**src/sv/refcounted_block_free_list_core_macros.svh**
```systemverilog
// Assertion helpers used by the free list core RTL.
`ifndef REFCOUNTED_BLOCK_FREE_LIST_CORE_MACROS_SVH
`define REFCOUNTED_BLOCK_FREE_LIST_CORE_MACROS_SVH

// Check a property on every rising edge, quiet while reset is held.
`define RCBFL_ASSERT(lbl, prop) \
    lbl: assert property (@(posedge aclk) disable iff (!aresetn) (prop)) \
        else $error("rcbfl assertion failed");

// Check that a condition never holds while out of reset.
`define RCBFL_NEVER(lbl, cond) \
    lbl: assert property (@(posedge aclk) disable iff (!aresetn) !(cond)) \
        else $error("rcbfl forbidden condition seen");

`endif

```
**src/sv/rcbfl_ram.sv**
```systemverilog
`default_nettype none
module rcbfl_ram #(
    parameter int WIDTH = 8,
    parameter int DEPTH = 16
) (
    input  wire logic                     clk,
    input  wire logic                     we,
    input  wire logic [$clog2(DEPTH)-1:0] waddr,
    input  wire logic [WIDTH-1:0]         wdata,
    input  wire logic                     re,
    input  wire logic [$clog2(DEPTH)-1:0] raddr,
    output logic      [WIDTH-1:0]         rdata
);
    logic [WIDTH-1:0] mem [DEPTH];

    always_ff @(posedge clk) begin
        if (we) begin
            mem[waddr] <= wdata;
        end
        if (re) begin
            rdata <= mem[raddr];
        end
    end
endmodule
`default_nettype wire

```
**config.mk**
```make
export PLATFORM = sky130hd
export DESIGN_NAME = rcbfl_ram
export DESIGN_NICKNAME = d
export VERILOG_FILES = /design/src/sv/refcounted_block_free_list_core_macros.svh /design/src/sv/rcbfl_ram.sv
export SDC_FILE = /design/constraint.sdc
export NUM_CORES = 1
export LEC_CHECK = 0
export ABC_AREA = 1
export BUFFER_PORTS_ARGS = -buffer_cell sky130_fd_sc_hd__buf_2
export CORE_MARGIN = 2
export CORE_UTILIZATION = 46
export DETAILED_ROUTE_END_ITERATION = 8
export SLEW_MARGIN = 20
export SYNTH_ARGS = -nofsm -noshare
export SYNTH_HDL_FRONTEND = slang
export SYNTH_SLANG_ARGS = --single-unit
```
**constraint.sdc**
```tcl
create_clock -name clk -period 0.9 [get_ports clk]
set_input_delay 0 -clock clk [delete_from_list [all_inputs] [get_ports clk]]
set_output_delay 0 -clock clk [all_outputs]
set_load 0.05 [all_outputs]
```
==> flow_metrics.py, run 1 <==
metrics = {
    "outcome": {
        "status": "complete, but fails checks",
        "violations": "setup timing",
    },
    "drt": {
        "drt-vias-per-instance": 4.95,
        "vias": 3941,
        "drt.antenna.violating_nets": 0,
        "post_drt_wl_per_cell_um": 17.1,
        "drc": 0,
        "routed_wl_mm": 13.6,
        "drt_iter0_markers": 316,
        "dr.pass1.iters": 5,
    },
    "floorplan": {
        "rows": 41,
        "start_util_pct": 46.7,
        "dieWidth_um": 117,
        "dieArea_mm2": 0.0136,
        "pin_count": 27,
        "fp.dieH_um": 117,
        "coreArea_mm2": 0.0125,
    },
    "setup_path": {
        "cp_num_cells": 6,
        "cp.required_ns": 1.07,
        "cp_num_buf_inv": 1,
        "reg2regPathDepth": 6,
        "crit_family": "simple AND/OR/NAND/NOR gates",
        "end_kind": "flop",
        "r2r-start": "mem[6][6]",
        "crit_type": "reg -> reg",
        "crit_path_cell_trace": "inv_1 -> nand2_1 -> nand3_1 -> nand3_2 -> nand3_2 -> nand2_2",
        "cpPeakStageDelay_ns": 0.35,
        "reg2reg_to": "rdata[6]",
        "start_kind": "flop",
        "crit_path_frequent_cell": "nand3_2",
        "rrSetupSlack_ns": -0.18,
        "cp_data_arrival_time_ns": 1.25,
        "worst_path_max_delay_cell": "edfxtp_1",
        "cp_max_fo": 1,
    },
    "placed_design": {
        "dpl.hpwl_mm": 8.74,
        "gp_congestion": 0.988,
        "placed_area_mm2": 0.00644,
        "io_buffers": 26,
    },
    "cells_and_area": {
        "final_design_area_no_fill_mm2": 0.00739,
        "nFillCells": 1061,
        "antennaDiodeCount": 0,
        "finish.utilization_pct": 59.0,
        "syn_to_final_growth_pct": 26.3,
        "drive_gt1_share_pct": 24.2,
        "final_net_count": 630,
    },
    "power_and_ir_drop": {
        "total_power_mw": 15.8,
        "leakage_nw": 3.18,
        "ir_worst_vdd_mv": 1.03,
        "p_per_area_mw_per_mm2": 2140,
    },
    "grt": {
        "overflow": 0,
        "antenna_found_initial": 0,
        "grt_max_degree": 34,
        "grt.met1_usage_pct": 27.3,
        "met3_usage_pct": 5.29,
        "grt.busiest_layer": "met2",
        "met2_usage_pct": 36.6,
        "first_global_vias": 3987,
        "grt.total_usage_pct": 22.0,
        "grt_first_pass_wirelength_mm": 21.2,
    },
    "timing": {
        "finalSetupTns_ns": -2.01,
        "setup_violations": 16,
        "worstMarginPinSlew_ns": 0.378,
        "slew_viol_final": 0,
        "rsz0062_at_grt": "yes",
        "whs_ns": 0.0121,
        "finClkSkew_ns": 0.00659,
        "fmax_ghz": 0.927,
        "period_share_pct": 120,
        "period_needed_ns": 1.08,
        "fin_ws_ns": -0.179,
        "hold_viol_final": 0,
        "max_slew_margin_pct": 74.8,
    },
    "min_path": {
        "min_to": "mem[8][0]",
        "min_from": "wdata[0]",
        "hold_path.class": "in -> reg",
        "min_path_cells": 1,
    },
    "cts": {
        "clk-insertion-delay-late_ns": 0.41,
        "cts_tree": "done",
        "clockBufferDepth": 2,
        "cts_buffers": 17,
        "clock_sinks": 136,
        "cts_root_buffer": "clkbuf_16",
        "clk_pin_slew_ns": 0.06,
        "h-tree-depth": 4,
    },
    "yosys": {
        "yosys-top-cells-area": "edfxtp_1 (70%), nand2_1 (11%), nand3_1 (8.3%), inv_1 (6.4%), buf_6 (1.2%)",
        "syn_inst": 551,
        "netlist_area_mm2": 0.00585,
        "synth_nets": 570,
        "synth_cell_type_count": 11,
        "yosysWarningCount": 0,
        "synth_top_area_share_pct": 69.8,
        "syn_avg_cell_area_um2": 10.6,
        "synth_top_cell_by_area": "edfxtp_1",
        "yosysSeqAreaShare_pct": 69.8,
        "ys_seq_elements": 136,
    },
    "job": {
        "maxCapViolCount": 0,
    },
}
## placed cells by master, fill, tap and decap left out
cell,Yosys,layout
nand3b_1,2,2
clkinv_2,0,2
nand3_2,0,43
inv_2,2,6
clkbuf_1,0,1
buf_6,6,8
buf_2,13,18
bufinv_16,0,5
clkinv_1,0,3
dlygate4sd3_1,0,2
buf_4,4,27
nand3_1,97,53
edfxtp_1,136,136
clkinvlp_4,0,1
nand3_4,0,1
buf_12,0,10
inv_1,100,96
clkbuf_16,0,17
nor2_1,17,14
nor2_2,0,3
nand2_2,0,7
nand2_1,173,166
clkinv_4,0,3
## worst max-delay path by stage
stage | slack [ns] | end | startpoint
floorplan | -0.05 | mem[10][0] | waddr[2]
global placement | -0.35 | rdata[6] | raddr[0]
detailed placement | -0.38 | rdata[6] | raddr[0]
CTS | -0.19 | rdata[2] | rdata[2]
global route | -0.24 | rdata[2] | mem[8][2]
finish | -0.18 | rdata[6] | mem[6][6]
## cell usage after synthesis
library cell	n
nor2_1	17
nand2_1	173
inv_2	2
inv_1	100
buf_4	4
buf_1	1
buf_6	6
edfxtp_1	136
nand3b_1	2
nand3_1	97
buf_2	13
## routing by layer
metal / wire length (µm) / vias to the layer above
met5: 0 / -
met4: 421 / 0
met3: 618 / 32
met2: 6630 / 96
met1: 5950 / 1905
li1: - / 1908
## state kept, by name, summed over array words and instances (netlist names)
signal	flops
mem	128
rdata	8
## layout make-up
class                      instances  area, µm²  area share (%)
multi-input combinational        289       1470            19.9
inverter                         102        383            5.18
clock inverter                    14        205            2.78
tap                              172        215            2.91
sequential                       136       4080            55.3
timing repair buffer              65        603            8.17
clock buffer                      18        429            5.81
## cells by family after synthesis
group                  count (synthesis)  share of synthesized area (%)
AND/OR/NAND/NOR                      289                           20.8
flip-flops                           136                           69.8
buffers and inverters                126                           9.39
## per-stage QoR
stage / cells / setup WS (ns)
finish: 796 / -0.179
global route: 796 / -0.236
CTS: 796 / -0.189
detailed placement: 762 / -0.382
global placement: 762 / -0.349
floorplan: 551 / -0.0508
## repair_timing
| item | 4_1_cts | 5_1_grt |
|---|---|---|
| gates cloned | 0 | 0 |
| pin swaps | 26 | 17 |
| gates resized for setup | 52 | 20 |
| setup endpoints to repair | 16 | 16 |
| endpoints found under the hold margin | 18 | 0 |
| hold buffers | 2 | 0 |
| setup buffers | 0 | 0 |
## power by group
group / leakage [nW] / internal, mW / switching [mW]
clock network: 0.306 / 4.88 / 2.53
registers: 1.24 / 7.14 / 0.0525
logic: 1.64 / 0.416 / 0.794
(Power assumes the default switching activity.)
==> run 2: changes to the inputs <==
--- a/config.mk
+++ b/config.mk
@@ -7,9 +7,12 @@
 export LEC_CHECK = 0
 export ABC_AREA = 1
 export BUFFER_PORTS_ARGS = -buffer_cell sky130_fd_sc_hd__buf_2
+export CELL_PAD_IN_SITES_DETAIL_PLACEMENT = 1
+export CELL_PAD_IN_SITES_GLOBAL_PLACEMENT = 1
 export CORE_MARGIN = 2
-export CORE_UTILIZATION = 46
+export CORE_UTILIZATION = 40
 export DETAILED_ROUTE_END_ITERATION = 8
+export PLACE_DENSITY_LB_ADDON = 0.1
 export SLEW_MARGIN = 20
 export SYNTH_ARGS = -nofsm -noshare
 export SYNTH_HDL_FRONTEND = slang
==> run 2 against run 1 <==
Net effect: the run still ends with setup timing left; critical path depth is the same; design area grew 0.91%; wire length grew 16%; via count grew 1.8%; combinational power grew 5%; first-iteration DRC count shrank 25%; register-to-register slack is essentially flat; clock-buffer cell count shrank 1; critical endpoint is now rdata[0].
==> flow_metrics.py, run 2 (same netlist as run 1, synthesis figures left out) <==
metrics = {
    "grt": {
        "grt_first_pass_wirelength_mm": 24.5,
        "grt_max_degree": 55,
        "antenna_found_initial": 0,
        "grt.total_usage_pct": 21.4,
        "first_global_vias": 4281,
        "overflow": 0,
    },
    "min_path": {
        "min_from": "wdata[3]",
        "hold_path.class": "in -> reg",
        "min_path_cells": 1,
        "min_to": "mem[11][3]",
    },
    "cells_and_area": {
        "largest_reg_flops": 128,
        "final_net_count": 632,
        "nFillCells": 1539,
        "multi_input_area_mm2": 0.00148,
        "drive_gt1_share_pct": 25.1,
        "layout_common_cells": "nand2_1 (160), edfxtp_1 (136), inv_1 (98)",
        "largestRegisters": "mem (128), rdata (8)",
        "mostFrequentLayoutCell": "nand2_1",
        "antennaDiodeCount": 0,
        "largest-register": "mem",
        "syn_to_final_growth_pct": 27.5,
        "final_design_area_no_fill_mm2": 0.00745,
        "register_area_mm2": 0.00408,
    },
    "setup_path": {
        "end_kind": "flop",
        "cp.required_ns": 1.08,
        "cp_data_arrival_time_ns": 1.27,
        "cp_max_fo": 1,
        "cpPeakStageDelay_ns": 0.37,
        "start_kind": "flop",
        "worst_path_max_delay_cell": "edfxtp_1",
        "reg2reg_to": "rdata[0]",
        "crit_type": "reg -> reg",
        "reg2regPathDepth": 6,
        "crit_path_frequent_cell": "nand2_1",
        "startpoint": "mem[3][0]",
        "rrSetupSlack_ns": -0.19,
        "r2r-start": "mem[3][0]",
        "crit_path_cell_trace": "nand2_1 -> nand2_1 -> nand2_2 -> nand3_2 -> nand3_2 -> nand2_1",
    },
    "timing": {
        "fin_ws_ns": -0.191,
        "period_needed_ns": 1.09,
        "worstMarginPinSlew_ns": 0.409,
        "finClkSkew_ns": 0.00662,
        "slew_viol_final": 0,
        "setup_violations": 16,
        "whs_ns": 0.0134,
        "max_slew_margin_pct": 72.7,
        "fmax_ghz": 0.916,
        "rsz0062_at_grt": "yes",
        "hold_viol_final": 0,
        "period_share_pct": 121,
    },
    "power_and_ir_drop": {
        "sequentialPowerShare_pct": 45.8,
        "p_clk_share_pct": 46.1,
        "leakage_nw": 3.20,
        "combPwrFrac_pct": 8.1,
        "switchingPower_mw": 3.53,
        "p_int_mw": 12.2,
        "p_per_area_mw_per_mm2": 2110,
        "swShare_pct": 22.5,
        "ir_worst_vdd_mv": 1.31,
    },
    "cts": {
        "clockBufferDepth": 2,
        "cts_buffers": 17,
        "clk-insertion-delay-late_ns": 0.43,
        "clock_sinks": 136,
        "cts_tree": "done",
        "h-tree-depth": 4,
        "clk_pin_slew_ns": 0.06,
        "cts_root_buffer": "clkbuf_16",
        "cts_setup_buffers": 0,
    },
    "job": {
        "maxCapViolCount": 0,
    },
    "drt": {
        "post_drt_wl_per_cell_um": 19.5,
        "vias": 4011,
        "drt.antenna.violating_nets": 0,
        "drt-vias-per-instance": 4.95,
        "drc": 0,
        "drt_iter0_markers": 237,
        "dr.pass1.iters": 4,
        "routed_wl_mm": 15.8,
    },
    "outcome": {
        "status": "complete, but fails checks",
        "violations": "setup timing",
    },
    "floorplan": {
        "dieArea_mm2": 0.0156,
        "rows": 44,
        "pin_count": 27,
        "coreArea_mm2": 0.0144,
        "start_util_pct": 40.5,
        "fp.dieH_um": 125,
        "dieWidth_um": 125,
    },
    "placed_design": {
        "placed_area_mm2": 0.00648,
        "io_buffers": 26,
        "dpl.hpwl_mm": 10.1,
        "gp_congestion": 0.765,
    },
}
-- run 2: layer usage --
metal / track usage [%] / wire [µm] / part of all wire (%) / up-vias
li1: - / - / - / 1909
met1: 28.3 / 7090 / 45 / 1986
met2: 34.5 / 7700 / 49 / 91
met3: 4.47 / 700 / 4.4 / 25
met4: 9.08 / 351 / 2.2 / 0
met5: 0 / 0 / 0 / -
-- run 2: what timing repair did --
action	in CTS	in global routing
endpoints found under the setup margin	16	16
hold buffers	5	0
endpoints found under the hold margin	59	0
pin swaps	30	14
resized for setup	56	21
-- run 2: metrics by stage --
stage	util (%)	instances	worst slack, ns	TNS, ns	power [mW]
after floorplan	-	551	-0.0508	-4.26	7.91
after global placement	44.9	773	-0.299	-10.34	8.41
after detailed placement	44.9	773	-0.330	-12.42	8.43
after CTS	51.0	810	-0.192	-2.29	15.8
after global routing	51.7	810	-0.245	-2.84	16.2
final	51.7	810	-0.191	-2.00	15.7
-- run 2: cell type report --
type / count / area share (%)
clock buffers: 17 / 5.71
well taps: 184 / 3.09
multi-input cells: 289 / 19.9
inverters: 102 / 5.14
repair buffers: 67 / 8.90
clock inverters: 15 / 2.47
flip-flops and latches: 136 / 54.8
-- run 2: power by group through the flow --
stage               combinational [mW]  sequential (mW)  clock (mW)
floorplan                        0.503             7.41           0
global placement                  1.10             7.30           0
detailed placement                1.13             7.31           0
CTS                               1.25             7.18        7.37
global route                      1.39             7.19        7.58
finish                            1.27             7.18        7.24
-- run 2: how the worst max path moves through the flow --
stage | endpoint | depth (start not counted)
5_1_grt | rdata[6] | 6
4_1_cts | rdata[1] | 6
3_5_place_dp | rdata[0] | 8
6_report | rdata[0] | 6
2_1_floorplan | mem[10][0] | 2
3_3_place_gp | rdata[2] | 7
-- run 2: worst max-delay path, delay by kind of cell (launching register included) --
family           cells  cell delay, ns
and+or+nand+nor      6            0.47
DFF                  1            0.37
